==> config.mk <==
export PLATFORM = sky130hd
export DESIGN_NAME = bewh_classify
export DESIGN_NICKNAME = d
export VERILOG_FILES = /design/src/hw/rtl/bewh_pkg.sv /design/src/hw/rtl/bewh_classify.sv
export SDC_FILE = /design/constraint.sdc
export NUM_CORES = 1
export LEC_CHECK = 0
export BUFFER_PORTS_ARGS = -buffer_cell sky130_fd_sc_hd__buf_2
export CAP_MARGIN = 25
export CORE_AREA = 2 2 147 149
export DETAILED_ROUTE_END_ITERATION = 10
export DIE_AREA = 0 0 149 151
export MAX_ROUTING_LAYER = met4
export PLACE_DENSITY_LB_ADDON = 0.12
export SETUP_SLACK_MARGIN = 0.15
export SYNTH_ARGS = -nofsm -noshare
export SYNTH_HDL_FRONTEND = slang
export SYNTH_SLANG_ARGS = --single-unit
export TNS_END_PERCENT = 5
==> constraint.sdc <==
create_clock -name vclk -period 2.05
set_input_delay 0.205 -clock vclk [all_inputs]
set_output_delay 0.205 -clock vclk [all_outputs]
set_load 0.02 [all_outputs]
==> src/hw/rtl/bewh_pkg.sv <==
// shared types, constants and helpers for the beta event window histogrammer
// depends on nothing; imported by bewh_cfg, bewh_classify and the top level
package bewh_pkg;

    localparam int FREQ_BINS  = 8192;
    localparam int COUNT_BITS = 32;
    localparam int ADDR_W     = $clog2(FREQ_BINS);
    localparam int BIN_W      = 13;
    localparam int WIN_NUM    = 6;

    localparam logic [15:0] GATE_LOW     = 16'd32769;
    localparam logic [15:0] NMR_ON_HIGH  = 16'd38943;
    localparam logic [15:0] NMR_OFF_HIGH = 16'd38804;
    localparam logic [15:0] NQR_ON_HIGH  = 16'd39494;
    localparam logic [15:0] NQR_OFF_HIGH = 16'd38894;
    localparam logic [BIN_W-1:0] NMR_OFF_BIN = 13'd2530;
    localparam logic [BIN_W-1:0] NQR_OFF_BIN = 13'd4400;
    localparam logic [7:0]  BAD_FLAG     = 8'd100;
    localparam logic [BIN_W-1:0] MIN_BIN = 13'd50;

    localparam logic [2:0] REG_NQR_MODE     = 3'd0;
    localparam logic [2:0] REG_FIELD_REQ    = 3'd1;
    localparam logic [2:0] REG_TAC_UP       = 3'd2;
    localparam logic [2:0] REG_ENERGY_UP    = 3'd3;
    localparam logic [2:0] REG_DELTA_UP     = 3'd4;
    localparam logic [2:0] REG_TAC_DN       = 3'd5;
    localparam logic [2:0] REG_ENERGY_DOWN  = 3'd6;
    localparam logic [2:0] REG_DELTA_DOWN   = 3'd7;

    typedef enum logic {
        CMD_EVENT = 1'b0,
        CMD_READ  = 1'b1
    } t_cmd;

    typedef enum logic [2:0] {
        CLS_SKIP    = 3'd0,
        CLS_NOGATE  = 3'd1,
        CLS_BOTH    = 3'd2,
        CLS_UP      = 3'd3,
        CLS_DOWN    = 3'd4,
        CLS_NEITHER = 3'd5,
        CLS_READ    = 3'd6
    } t_class;

    typedef enum logic [1:0] {
        ST_CLEAR,
        ST_IDLE,
        ST_UPDATE
    } t_state;

    typedef struct packed {
        logic                       nqr_mode;
        logic                       field_required;
        logic [WIN_NUM-1:0][31:0]   win;
    } t_cfg;

    typedef struct packed {
        t_class             cls;
        logic [BIN_W-1:0]   bin;
        logic               go_up;
        logic               go_down;
        logic               report;
        logic               in_range;
    } t_dec;

    typedef struct packed {
        logic                   seen;
        logic [COUNT_BITS-1:0]  down;
        logic [COUNT_BITS-1:0]  up;
    } t_entry;

    function automatic logic [COUNT_BITS-1:0] sat_inc(input logic [COUNT_BITS-1:0] c);
        return (c == {COUNT_BITS{1'b1}}) ? c : c + 1'b1;
    endfunction

    function automatic logic [31:0] to32(input logic [COUNT_BITS-1:0] c);
        logic [63:0] w;
        w = 64'(c);
        return w[31:0];
    endfunction

endpackage

==> src/hw/rtl/bewh_classify.sv <==
// command decode: bin reads, skip check, rf gate bin choice and telescope windows
// depends on bewh_pkg
module bewh_classify
    import bewh_pkg::*;
(
    input  t_cfg              i_cfg,
    input  logic              i_command,
    input  logic [7:0]        i_event_flag,
    input  logic [15:0]       i_field_whole,
    input  logic [15:0]       i_rf_on_gate,
    input  logic [15:0]       i_rf_off_gate,
    input  logic [BIN_W-1:0]  i_rf_frequency,
    input  logic [WIN_NUM-1:0][15:0] i_tel,
    output t_dec              o_dec
);

    logic [WIN_NUM-1:0] hit;
    logic [15:0]        on_hi;
    logic [15:0]        off_hi;
    logic [BIN_W-1:0]   off_bin;
    logic               on_ok;
    logic               off_ok;
    logic [BIN_W-1:0]   bin;
    logic               in_range;
    logic               up_ok;
    logic               dn_ok;

    always_comb begin
        for (int k = 0; k < WIN_NUM; k++) begin
            hit[k] = (i_tel[k] > i_cfg.win[k][15:0]) && (i_tel[k] < i_cfg.win[k][31:16]);
        end
    end

    assign on_hi   = i_cfg.nqr_mode ? NQR_ON_HIGH  : NMR_ON_HIGH;
    assign off_hi  = i_cfg.nqr_mode ? NQR_OFF_HIGH : NMR_OFF_HIGH;
    assign off_bin = i_cfg.nqr_mode ? NQR_OFF_BIN  : NMR_OFF_BIN;
    assign on_ok   = (i_rf_on_gate  > GATE_LOW) && (i_rf_on_gate  < on_hi);
    assign off_ok  = (i_rf_off_gate > GATE_LOW) && (i_rf_off_gate < off_hi);
    assign bin     = off_ok ? off_bin : (on_ok ? i_rf_frequency : '0);
    assign up_ok   = hit[0] & hit[1] & hit[2];
    assign dn_ok   = hit[3] & hit[4] & hit[5];

    always_comb begin
        o_dec          = '0;
        o_dec.cls      = CLS_SKIP;
        in_range       = 1'b0;
        priority if (i_command == CMD_READ) begin
            o_dec.cls      = CLS_READ;
            o_dec.bin      = i_rf_frequency;
            o_dec.report   = 1'b1;
            o_dec.in_range = 17'(i_rf_frequency) < 17'(FREQ_BINS);
        end else if (i_event_flag == BAD_FLAG ||
                     (i_cfg.field_required && i_field_whole == '0)) begin
            o_dec.cls = CLS_SKIP;
        end else begin
            in_range  = 17'(bin) < 17'(FREQ_BINS);
            o_dec.bin = bin;
            if (bin < MIN_BIN || !in_range) begin
                o_dec.cls = CLS_NOGATE;
            end else begin
                o_dec.report   = 1'b1;
                o_dec.in_range = 1'b1;
                o_dec.go_up    = up_ok;
                o_dec.go_down  = dn_ok;
                if (up_ok && dn_ok) begin
                    o_dec.cls = CLS_BOTH;
                end else if (up_ok) begin
                    o_dec.cls = CLS_UP;
                end else if (dn_ok) begin
                    o_dec.cls = CLS_DOWN;
                end else begin
                    o_dec.cls = CLS_NEITHER;
                end
            end
        end
    end

endmodule

Word-level counts from Yosys, hierarchy flattened --
Cells that the tools add are included.
Cells by class: order comparisons 17, equal/unequal tests 1, muxes and demuxes 15, bitwise gates (word level) 4, reduce and logical (&&, ||, !) cells 12
Operator list (number):
- $lt 16x16->1 | 8
- $gt 16x16->1 | 6
- $mux 13 | 3
- $gt 16x16->1 const B | 2
- $mux 17 | 1
- $logic_not 16->1 | 1
- $mux 16 | 1
- $lt 13x6->1 const B | 1
- $mux 3 | 4
- $logic_and 1x1->1 | 10
- $mux 10 | 1
- $eq 8x7->1 const B | 1
- $mux 7 | 1
- $and 1x1->1 | 4
- $mux 2 | 2
- $mux 4 | 1
- $logic_or 1x1->1 | 1
- $mux 1 | 1
Word-level totals: flip-flop bits (word level) 0, input bits 360, output and inout bits 20

Depth between registers and ports, before layout --
depth after elaboration 10, depth in mapped cells 10

Worst setup path after synthesis --
Ideal clock, no wire load.
path kind input port to output port, start input i_cfg[31] (netlist bit), end output o_dec[3] (netlist bit), arrival time 2.229 ns, data required time 1.845 ns, slack -0.384 ns, cell stages on the path 9, buffers on the path 0, path through inv_1 -> ha_1 -> a22o_1 -> nor4_2 -> o221ai_1 -> a2111oi_0 -> and4bb_1 -> nand4b_1 -> nor4_1
RTL lines:
- start, declared | RTL line bewh_classify.sv:6 | input t_cfg i_cfg,
- end, declared | RTL line bewh_classify.sv:14 | output t_dec o_dec

==> results.cfg <==
[drt]
vias = 6577
avgRoutedWirePerCell_um = 14.84
drcViolationCount = 0
drtIter0Drc = 128
wl_um = 21640
vias_per_cell = 4.511
ant_nets = 0
dr.pass1.iters = 4

[setup_path]
path_cells = buf_2 -> ha_1 -> nand4_1 -> a2111oi_1 -> a21oi_1 -> a22oi_1 -> nand4b_1 -> buf_6 -> a21o_1 -> buf_6
slowest_delay_ns = 0.44
endpoint_kind = output port
critPathTopFamily = compound AO/OA/AOI/OAI gates
critPathLaunchType = input port
slowest_stage = a2111oi_1
path_class = in2out
crit_path_max_fanout = 3
cp_common_cell = buf_6
crit_arrival_ns = 2.21
crit_buf_inv = 3
cp.required_ns = 1.85

[floorplanning]
rows = 53
die_height_um = 151
start_util_pct = 25.35
die_w_um = 149
core_area_um2 = 20820
dieArea_um2 = 22500
io_pins = 380

[grt]
grt_max_degree = 12
antenna_found_initial = 9
track_usage_pct = 18.09
grt_pass1_wl_um = 31860
grt_overflow = 0
grt_pass1_vias = 6645

[clock_tree]
postCtsSetupRepairBufs = 0
hold_buffers = 0

[synthesis]
seq_area_frac_synth_pct = 0
syn_nets = 1283
yosysTopAreaCellShare_pct = 45.98
synth_most_common_cell = ha_1
synth_cell_types = 55
ys_top_cells_by_count = 194 x ha_1, 192 x inv_1, 65 x a21oi_1
synth_area_leaders = ha_1 46%, inv_1 14%, a21oi_1 6.2%
yosysWarnings = 0
yosys.area.top_type = ha_1
syn-cell-area_um2 = 5279
syn_area_per_cell_um2 = 7.241
netlist_instances = 729

[finish]
drive_gt1_share_pct = 42.33
seq_cells = 0
final_util_pct = 40.42
fillers = 2299
regArea_um2 = 0
nets = 1730
area_delta_synth_final_pct = 59.45
nClkBuffers = 0

[placement]
preCtsSetupSlack_ns = -0.5498
port_buffers = 379
gp_congestion = 0.8676
dp_hpwl_um = 20200

[pwr]
total_power_w = 0.001548
leakage_nw = 5.137
power.density_nw_per_um2 = 183.9
ir_worst_vdd_uv = 88.31

[timing]
fin_crit_ns = 2.418
hold_viol_final = 0
tns_ns = -2.731
fin_ws_ns = -0.3684
slew_headroom_pct = 62.47
fmax_mhz = 413.5
grt_setup_unrepaired = yes
finalCritPeriodShare_pct = 118.0
setup_viol = 20
worst_pin_slew_ns = 0.5551
slew_violations = 0

[job]
drv_cap = 0

[hold_path]
min_path_type = in2out

[outcome]
status = finished with violations
violations = negative setup slack
through the flow:
step           area (um^2)  cells  hold WS (ns)
2_1_floorplan         5311    729        0.4470
3_3_place_gp          8044   1449        0.7324
3_5_place_dp          8044   1449        0.7356
4_1_cts               8172   1449        0.7203
5_1_grt               8417   1458        0.7423
6_report              8417   1458        0.7332
kinds of logic after synthesis:
| group | count (synthesis) | synth area share [%] |
|---|---|---|
| compound gates | 176 | 22.35 |
| simple gates | 165 | 17.66 |
| buf+inv | 194 | 14.01 |
| fa+ha+maj | 194 | 45.98 |
repair_timing:
| item | CTS | global route |
|---|---|---|
| pin swaps | 9 | 23 |
| endpoints found under the setup margin | 20 | 20 |
| endpoints found under the hold margin | 0 | 0 |
| gates resized for setup | 33 | 41 |
metal layers:
metal / wire (um) / vias up / global-route usage, %
met3: 1539 / 8 / 2.560
met1: 9510 / 2824 / 22.54
li1: - / 3526 / -
met2: 10430 / 219 / 32.37
met5: 0 / - / -
met4: 161 / 0 / 1.429
where the power goes:
part	internal [W]	switching [W]	total, W
clock	0.000000000587	0	0.000000000587
sequential	0	0	0
combinational	0.000809	0.000739	0.00155
final cells by class:
class              instances  area (um^2)  area share [%]
inverters                192        725.7           8.622
repair buffers           447         2471           29.36
diodes                     9        22.52          0.2676
well taps                275        344.1           4.088
multi-input cells        535         4853           57.66
cell usage in the layout (no fill, tap or decap), drive strengths merged, types with 3 or more instances in the layout:
| cell type | netlist | final |
|---|---|---|
| o41ai | 3 | 3 |
| nor2b | 7 | 7 |
| nand3 | 19 | 19 |
| o211ai | 7 | 7 |
| a31oi | 3 | 3 |
| or2 | 3 | 3 |
| o21bai | 3 | 3 |
| nor3 | 6 | 6 |
| inv | 192 | 192 |
| buf | 2 | 447 |
| nor4 | 17 | 17 |
| and2 | 7 | 7 |
| nor4b | 4 | 4 |
| a21o | 33 | 33 |
| o2111ai | 4 | 4 |
| nand2 | 30 | 30 |
| nand2b | 4 | 4 |
| nand4 | 39 | 39 |
| ha | 194 | 194 |
| nor2 | 19 | 19 |
| o21ai | 18 | 18 |
| a211oi | 6 | 6 |
| o21a | 4 | 4 |
| a21oi | 65 | 65 |
| a2111oi | 9 | 9 |
| diode | 0 | 9 |
| or3 | 3 | 3 |
| a21boi | 5 | 5 |
path summary, 6_finish.rpt:
path	start	end	slack, ns	cells after the start
setup / recovery	i_tel[31]	o_dec[19]	-0.37	10
hold / removal	i_rf_frequency[0]	o_dec[4]	0.73	3
Power figures use the tool's default switching activity.
