==> src/hw/rtl/bewh_pkg.sv <==
// shared types, constants and helpers for the beta event window histogrammer
// depends on nothing; imported by bewh_cfg, bewh_classify and the top level
package bewh_pkg;

    localparam int FREQ_BINS  = 8192;
    localparam int COUNT_BITS = 32;
    localparam int ADDR_W     = $clog2(FREQ_BINS);
    localparam int BIN_W      = 13;
    localparam int WIN_NUM    = 6;

    localparam logic [15:0] GATE_LOW     = 16'd32769;
    localparam logic [15:0] NMR_ON_HIGH  = 16'd38943;
    localparam logic [15:0] NMR_OFF_HIGH = 16'd38804;
    localparam logic [15:0] NQR_ON_HIGH  = 16'd39494;
    localparam logic [15:0] NQR_OFF_HIGH = 16'd38894;
    localparam logic [BIN_W-1:0] NMR_OFF_BIN = 13'd2530;
    localparam logic [BIN_W-1:0] NQR_OFF_BIN = 13'd4400;
    localparam logic [7:0]  BAD_FLAG     = 8'd100;
    localparam logic [BIN_W-1:0] MIN_BIN = 13'd50;

    localparam logic [2:0] REG_NQR_MODE     = 3'd0;
    localparam logic [2:0] REG_FIELD_REQ    = 3'd1;
    localparam logic [2:0] REG_TAC_UP       = 3'd2;
    localparam logic [2:0] REG_ENERGY_UP    = 3'd3;
    localparam logic [2:0] REG_DELTA_UP     = 3'd4;
    localparam logic [2:0] REG_TAC_DN       = 3'd5;
    localparam logic [2:0] REG_ENERGY_DOWN  = 3'd6;
    localparam logic [2:0] REG_DELTA_DOWN   = 3'd7;

    typedef enum logic {
        CMD_EVENT = 1'b0,
        CMD_READ  = 1'b1
    } t_cmd;

    typedef enum logic [2:0] {
        CLS_SKIP    = 3'd0,
        CLS_NOGATE  = 3'd1,
        CLS_BOTH    = 3'd2,
        CLS_UP      = 3'd3,
        CLS_DOWN    = 3'd4,
        CLS_NEITHER = 3'd5,
        CLS_READ    = 3'd6
    } t_class;

    typedef enum logic [1:0] {
        ST_CLEAR,
        ST_IDLE,
        ST_UPDATE
    } t_state;

    typedef struct packed {
        logic                       nqr_mode;
        logic                       field_required;
        logic [WIN_NUM-1:0][31:0]   win;
    } t_cfg;

    typedef struct packed {
        t_class             cls;
        logic [BIN_W-1:0]   bin;
        logic               go_up;
        logic               go_down;
        logic               report;
        logic               in_range;
    } t_dec;

    typedef struct packed {
        logic                   seen;
        logic [COUNT_BITS-1:0]  down;
        logic [COUNT_BITS-1:0]  up;
    } t_entry;

    function automatic logic [COUNT_BITS-1:0] sat_inc(input logic [COUNT_BITS-1:0] c);
        return (c == {COUNT_BITS{1'b1}}) ? c : c + 1'b1;
    endfunction

    function automatic logic [31:0] to32(input logic [COUNT_BITS-1:0] c);
        logic [63:0] w;
        w = 64'(c);
        return w[31:0];
    endfunction

endpackage

==> src/hw/rtl/bewh_cfg.sv <==
// apb register file: mode, field check and the six telescope windows
// depends on bewh_pkg
module bewh_cfg
    import bewh_pkg::*;
(
    input  logic        i_clk,
    input  logic        i_rst_n,
    input  logic        psel,
    input  logic        penable,
    input  logic        pwrite,
    input  logic [4:0]  paddr,
    input  logic [31:0] pwdata,
    output logic [31:0] prdata,
    output logic        pready,
    output t_cfg        o_cfg
);

    t_cfg       r_cfg;
    logic       wr;
    logic [2:0] idx;

    assign pready = 1'b1;
    assign wr     = psel & penable & pwrite;
    assign idx    = paddr[4:2];

    always_ff @(posedge i_clk) begin
        if (!i_rst_n) begin
            r_cfg <= '0;
        end else if (wr) begin
            unique case (idx)
                REG_NQR_MODE:  r_cfg.nqr_mode       <= pwdata[0];
                REG_FIELD_REQ: r_cfg.field_required <= pwdata[0];
                default:       r_cfg.win[idx - REG_TAC_UP] <= pwdata;
            endcase
        end
    end

    always_comb begin
        unique case (idx)
            REG_NQR_MODE:  prdata = {31'd0, r_cfg.nqr_mode};
            REG_FIELD_REQ: prdata = {31'd0, r_cfg.field_required};
            default:       prdata = r_cfg.win[idx - REG_TAC_UP];
        endcase
    end

    assign o_cfg = r_cfg;

endmodule

==> config.mk <==
export PLATFORM = sky130hd
export DESIGN_NAME = bewh_cfg
export DESIGN_NICKNAME = d
export VERILOG_FILES = /design/src/hw/rtl/bewh_pkg.sv /design/src/hw/rtl/bewh_cfg.sv
export SDC_FILE = /design/constraint.sdc
export NUM_CORES = 1
export LEC_CHECK = 0
export ABC_AREA = 1
export BUFFER_PORTS_ARGS = -buffer_cell sky130_fd_sc_hd__buf_2
export CAP_MARGIN = 40
export CORE_MARGIN = 3
export CORE_UTILIZATION = 30
export DETAILED_ROUTE_END_ITERATION = 8
export GPL_ROUTABILITY_DRIVEN = 1
export GPL_TIMING_DRIVEN = 0
export SYNTH_ARGS = -nofsm -noshare
export SYNTH_HDL_FRONTEND = slang
export SYNTH_SLANG_ARGS = --single-unit
==> constraint.sdc <==
create_clock -name i_clk -period 2.4 [get_ports i_clk]
set_input_delay 0.48 -clock i_clk [delete_from_list [all_inputs] [get_ports i_clk]]
set_output_delay 0.48 -clock i_clk [all_outputs]
set_load 0.02 [all_outputs]
== Word-level counts from Yosys, hierarchy flattened ==
Index checks and enable logic that the tools add are counted.
Widths: inputs -> output; s select.

* Bits in registers: 194
* Input port bits: 42
* Output and inout port bits: 227
* Word-level logic and storage cells: 27

* $add $sub $neg: 1
* $lt $le $gt $ge: 2
* Equal/unequal tests: 1
* Multiplexer cells: 6
* Bitwise gates (word level): 3
* Reduce and logical (&&, ||, !) cells: 6

{| class="wikitable"
|+ Operator list
! cell !! number
|-
| $bwmux 192 || 1
|-
| $bmux 32 s3 || 1
|-
| $demux 32 s3 || 1
|-
| $mux 32 || 2
|-
| $pmux 32 s2 || 1
|-
| $reduce_and 2->1 || 3
|-
| $lt 3x4->1 const B || 1
|-
| $eq 3x1->1 const B || 1
|-
| $ge 3x1->1 const B || 1
|-
| $logic_not 3->1 || 1
|-
| $sub 3x2->3 const B || 1
|-
| $and 1x1->1 || 2
|-
| $reduce_or 2->1 || 1
|-
| $logic_and 1x1->1 || 1
|-
| $not 1->1 || 1
|}

== Logic depth before layout (Yosys ltp) ==
Gate-level depths: netlist of the first run.

* Word-level depth: 6
* Depth in mapped cells: 10
* Depth with buffers taken out: 8

== Worst setup path before layout of the first run ==
Ideal clock, no wire load.

* Path kind: input-to-output
* Start: input paddr[3]
* End: output prdata[13]
* Arrival: 1.830 ns
* Required time: 1.920 ns
* Slack: 0.090 ns
* Stages: 8
* Path buffers: 2
* Path through: buf_4 -> inv_2 -> ha_1 -> nand2_1 -> buf_1 -> a21oi_1 -> o21ai_0 -> a21oi_1

* Longest elaborated chain between the ends: 4
* Elaborated cells between the ends (all ways): 6
* Classes of those cells: add/sub: 1; eq/ne: 1; mux: 3; reduce/logical: 1

{| class="wikitable"
|+ Ends and longest elaborated chain
! what !! line !! source
|-
| start: declaration || bewh_cfg.sv:11 || <nowiki>input logic [4:0] paddr,</nowiki>
|-
| $sub 3x2->3 || bewh_cfg.sv:42 || <nowiki>default: prdata = r_cfg.win[idx - REG_TAC_UP];</nowiki>
|-
| $bmux 32 s3 || bewh_cfg.sv:42 ||
|-
| $mux 32 (not written as such) || bewh_cfg.sv:42 ||
|-
| $pmux 32 s2 (*) || bewh_cfg.sv:39 || <nowiki>unique case (idx)</nowiki>
|-
| end: declaration || bewh_cfg.sv:13 || <nowiki>output logic [31:0] prdata,</nowiki>
|}

Mark *: on every way between the ends. The rest lies on a longest branch, timed or not. The select of a mux whose other input is x is not followed.

== Final worst setup path of the first run ==
* Start: input paddr[2]
* End: output prdata[30]

Same word-level chain as after synthesis.

==> results.ini, run 1 <==
[power]
powerDensity_nw_per_um2=568
power.leakage_nw=7.32
peakVddDrop_uv=468

[clock_network]
cts-buffers-inserted=17
clk_pin_slew_worst_paths_ps=80
cts_hold_buffers=0
clock_sinks=194
cts_tree=built
ctsRootBufferMaster=clkbuf_16
clk_latency_ps=450
cts_max_level=4
cts_buffer_depth=2

[worst_setup_path]
critPathRequiredTime_ps=1920
critical_path.max_stage_delay_ps=340
cp_common_cell=buf_2
rr_endpoint=o_cfg[108]
cp.arrival_ps=1890
cp-end-kind=output port
crit_type=in -> out
crit_path_start_kind=primary input
r2r_slack_ps=1580
path_max_fanout=10
worstPathCellList=buf_4 > buf_6 > clkbuf_4 > buf_2 > o21ai_1 > a21oi_2 > buf_2
cp_slowest_cell=buf_2
startpoint=paddr[2]
reg2regPathDepth=4
worst_r2r_startpoint=o_cfg[108]
cp-endpoint=prdata[30]

[synth]
netlist_instances=1616
synth_edf_count=0
synth_area_leaders=dfxtp_1, nand2_1, nor2_1
ys_types=24
syn-cell-area_um2=9850
ys_ff_latch=194
synthFlopType=dfxtp_1
synth_nets=1661
yosys.area.top_type=dfxtp_1
seq_area_frac_synth=0.394
synth_top_area_frac=0.394
ys_warn_count=0
asyncSetResetFlopFracSynth=0
synth_area_per_cell_um2=6.09

[floorplan]
die_y_um=187
core_region_area_um2=32000
initial_core_util=0.308
dieArea_um2=35000
pin_count=269
num_rows=65
die_x_um=187

[job]
cap_violations=0

[layout]
layout_commonest_cell=nand2_1
fin_nets=1951
area_growth_pct=28.3
layout.cells.most_common_list=nand2_1, nor2_1, buf_2
largest_reg_flops=194
drive_above_1_share=0.209
fill_cells=3486
design_area_um2=12600
post-route-util=0.395
stdcell_count=2356

[routing]
vias=11000
routed_wl_um=45400
drc=0
vias_per_cell=4.66
wl_per_cell_um=19.3
ant_nets=0
drt_iter0_markers=974
firstDrtPassIters=5

[global_route]
track_usage=0.253
grt_antenna_before_repair=0
grt_overflow_total=0
grt_pass1_wl_um=65800
grt_pass1_vias=10300
grt_max_degree=17

[place]
post_dp_cell_area_um2=11800
gp_congestion=0.878
io_buffers=262
dp_hpwl_um=32300
dp.cells=2318

[timing]
fin_worst_skew_ps=0
worst_pin_slew_ps=877
slew_viol_final=0
min_period_ps=2370
final_hold_viol_count=0
rsz0062_at_grt=true
fmax_mhz=422
max-slew-margin-rel=0.415
period_share=0.987
finalSetupViolations=0

[status]
outcome=finished, final reports clean

[min_path]
min-delay-path-class=in -> reg

## how the worst min path moves through the flow
stage                     slack, ps    endpoint        from  cells after the start
after floorplan                 590  o_cfg[130]  o_cfg[130]                      4
after global placement          510  o_cfg[137]  o_cfg[137]                      4
after detailed placement        510  o_cfg[127]  o_cfg[127]                      4
after CTS                       340    o_cfg[4]   pwdata[4]                      3
after global routing            340  o_cfg[142]  pwdata[14]                      3
final                           340  o_cfg[174]  pwdata[14]                      3
## Yosys cell counts, drive strengths merged (3+ instances only)
cell type  count
nand3         68
clkbuf        35
inv          202
buf           59
nand4          6
a21oi         64
dfxtp        194
ha             3
nand2        552
nor2         394
o21ai         33
## kinds of logic (layout without fill, tap and decap cells)
group	after synthesis	count (layout)	synth area share
fa+ha+maj	3	3	0.00381
buf+inv	298	601	0.138
compound gates	98	98	0.0501
simple gates	1022	1022	0.414
flops	194	194	0.394
other cells	1	3	0.000381
## cell type report
cell class	instances	area [um2]	area share
antenna	2	5.00	0.000396
clock inverter	12	134	0.0106
timing repair buffer	273	1470	0.117
sequential	194	3880	0.308
clock buffer	20	457	0.0362
buffer	92	691	0.0547
inverter	204	768	0.0608
multi-input combinational	1124	4670	0.370
tap	435	544	0.0431
## worst max-delay path: cells and delay by family
kind                   cells  cell delay, ps
buffers and inverters      5            1060
AO/OA/AOI/OAI              2             330
## where the power goes
part	leakage (nW)	internal, W	switching, W
registers	1.56	0.00325	0.0000275
clock network	0.286	0.00160	0.00137
logic	5.47	0.000262	0.000658
## timing repair
item                                    CTS  global route
pin swaps                                11             2
gates cloned                              0             0
gates resized for setup                  73            19
endpoints found under the setup margin   32            32
buffers inserted                          6             0
## metal layers
| metal | GRT usage | vias up | share of wire |
|---|---|---|---|
| li1 | - | 5363 | - |
| met1 | 0.324 | 4983 | 0.42 |
| met2 | 0.414 | 564 | 0.45 |
| met3 | 0.0665 | 76 | 0.097 |
| met4 | 0.0817 | 0 | 0.030 |
| met5 | 0 | - | 0 |
## per-stage QoR
stage          hold WS (ps)  setup slack [ps]  total power (W)  setup TNS, ps
2_1_floorplan           594              90.3          0.00379              0
3_3_place_gp            509              -694          0.00417         -17630
3_5_place_dp            515              -715          0.00419         -17330
4_1_cts                 339             -60.8          0.00718           -576
5_1_grt                 341             -26.8          0.00739          -76.8
6_report                343              31.6          0.00717              0
No activity file was read; power rests on OpenSTA's default activity.
==> run 2, diff against run 1 <==
--- a/config.mk
+++ b/config.mk
@@ -13,6 +13,7 @@
 export DETAILED_ROUTE_END_ITERATION = 8
 export GPL_ROUTABILITY_DRIVEN = 1
 export GPL_TIMING_DRIVEN = 0
+export SETUP_SLACK_MARGIN = 0.3
 export SYNTH_ARGS = -nofsm -noshare
 export SYNTH_HDL_FRONTEND = slang
 export SYNTH_SLANG_ARGS = --single-unit
==> run 2 against run 1 <==
Clock power hardly changed. Die area stayed put. Fmax is 0.21% lower. Critical path depth rose by 4. Total power rose by 3.5%. First-iteration DRC count is 6.0% higher. Register-to-register slack better by 40 ps. Count of clock-buffer cells in the layout fell by 3. Clock skew did not move. Non-clock buffer count rose by 13. Via count grew 1.8%. Critical endpoint is now prdata[5]. Largest power group unchanged. Highest routed layer unchanged.
==> results.ini, run 2 (synthesized netlist as in run 1, its figures left out) <==
[routing]
drc=0  ; unchanged
firstDrtPassIters=7  ; +2
routed_wl_um=46800  ; +3.0%
vias=11200  ; +1.8%
vias_per_cell=4.72  ; +1.3%
wl_per_cell_um=19.8  ; +2.5%
ant_nets=0  ; unchanged
drt_iter0_markers=1032  ; +6.0%

[global_route]
grt_max_degree=18  ; +1
track_usage=0.261  ; +0.00800
grt_pass1_wl_um=67700  ; +2.9%
grt_pass1_vias=10500  ; +2.6%
grt_antenna_before_repair=0  ; unchanged
grt_overflow_total=0  ; unchanged

[timing]
max-slew-margin-rel=0.434  ; +0.0189
worst_pin_slew_ps=849  ; -28.3 ps
period_share=0.989  ; +0.00204
final_hold_viol_count=0  ; unchanged
tns_ps=0  ; unchanged
min_period_ps=2370  ; +4.89 ps
rsz0062_at_grt=true
slew_viol_final=0  ; unchanged
fmax_mhz=421  ; -0.21%
fin_worst_skew_ps=0  ; unchanged
finalWorstSetupSlack_ps=26.7  ; -4.90 ps
finalSetupViolations=0  ; unchanged

[clock_network]
clk_pin_slew_worst_paths_ps=80  ; about the same
clock_sinks=194  ; unchanged
ctsRootBufferMaster=clkbuf_16
clk_latency_ps=460  ; about the same
cts-buffers-inserted=17  ; unchanged
cts_tree=built
cts_max_level=4  ; unchanged
cts_buffer_depth=2  ; unchanged
cts_hold_buffers=0  ; unchanged

[min_path]
holdPathEnd=o_cfg[6]
hold_start=pwdata[6]
min_delay_path_depth=3  ; unchanged
min-delay-path-class=in -> reg

[worst_setup_path]
crit_path_start_kind=primary input
reg2regPathDepth=4  ; unchanged
critical_path.max_stage_delay_ps=210  ; -130 ps
r2r_slack_ps=1620  ; +40 ps
cp_slowest_cell=ha_4
cp-end-kind=output port
worstPathCellList=buf_8 > buf_8 > inv_6 > ha_4 > buf_6 > clkinvlp_4 > buf_12 > clkbuf_16 > nand2_4 > a21oi_4 > buf_6
rr_endpoint=o_cfg[86]
cp.arrival_ps=1890  ; about the same
worst_r2r_startpoint=o_cfg[86]
path_max_fanout=8  ; -2
crit_type=in -> out
critPathRequiredTime_ps=1920  ; about the same

[floorplan]
die_y_um=187  ; unchanged
pin_count=269  ; unchanged
num_rows=65  ; unchanged
core_region_area_um2=32000  ; unchanged
dieArea_um2=35000  ; unchanged
die_x_um=187  ; unchanged
initial_core_util=0.308  ; unchanged

[place]
pre_cts_ws_ps=-472  ; +243 ps
io_buffers=262  ; unchanged
dp_hpwl_um=32100  ; -0.58%
gp_congestion=0.885  ; +0.81%

[layout]
layout_commonest_cell=nand2_1
largest_reg_flops=194  ; unchanged
area_growth_pct=36.2
post-route-util=0.419  ; +0.0244
diodes=0  ; -2
drive_above_1_share=0.249  ; +0.0395
layout.cells.most_common_list=nand2_1, nor2_1, buf_2
fin_nets=1964  ; +0.67%

[power]
peakVddDrop_uv=495  ; +5.8%
power.leakage_nw=7.61  ; +3.9%
power_w=0.00742  ; +3.5%
powerDensity_nw_per_um2=553  ; -2.5%

[job]
cap_violations=0  ; unchanged

[status]
outcome=finished, final reports clean

run 2: per-stage QoR:
stage	area, um2	instances	hold slack [ps]
after floorplan	10000	1616	594
after global placement	11900	2313	510
after detailed placement	11900	2318	512
after CTS	13200	2367	326
after global routing	13400	2367	338
final	13400	2367	341
run 2: worst max-delay path: cells and delay by family:
family / cells / cell delay [ps]
and+or+nand+nor: 1 / 70
buffers and inverters: 8 / 950
adders and majority gates: 1 / 210
AOI/OAI and AO/OA: 1 / 170
run 2: repair_timing:
action | CTS | global route
endpoints found under the hold margin | 0 | 0
gates cloned | 5 | 0
pin swaps | 37 | 12
setup buffers | 12 | 0
gates resized for setup | 155 | 53
setup endpoints to repair | 32 | 32
run 2: where the power goes:
group	switching [W]	leakage, nW	internal, W
sequential	0.0000273	1.56	0.00325
combinational	0.000747	5.77	0.000384
clock	0.00146	0.270	0.00155
total	0.00223	7.61	0.00518
run 2: routing by layer:
layer | routed length (um) | vias to the layer above | GRT usage
met5 | 0 | - | 0
met4 | 1270 | 0 | 0.0875
met2 | 21400 | 476 | 0.428
met3 | 3720 | 72 | 0.0572
li1 | - | 5404 | -
met1 | 20400 | 5227 | 0.340
run 2: layout make-up:
| type | count | area (um2) |
|---|---|---|
| multi-input cells | 1124 | 5040 |
| clock inverters | 15 | 158 |
| fillers | 3376 | 18600 |
| inverters | 204 | 774 |
| repair buffers | 284 | 1760 |
| flip-flops and latches | 194 | 3880 |
| well taps | 435 | 544 |
| clock buffers | 17 | 425 |
| plain buffers | 94 | 821 |
run 2: how the worst max path moves through the flow:
| stage | depth (start not counted) | from | slack [ps] | to |
|---|---|---|---|---|
| global placement | 9 | paddr[3] | -480 | prdata[27] |
| finish | 11 | paddr[3] | 30 | prdata[5] |
| CTS | 11 | paddr[3] | 80 | prdata[9] |
| floorplan | 8 | paddr[3] | 300 | prdata[9] |
| global route | 11 | paddr[3] | 3 | prdata[15] |
| detailed placement | 7 | paddr[2] | -470 | prdata[27] |
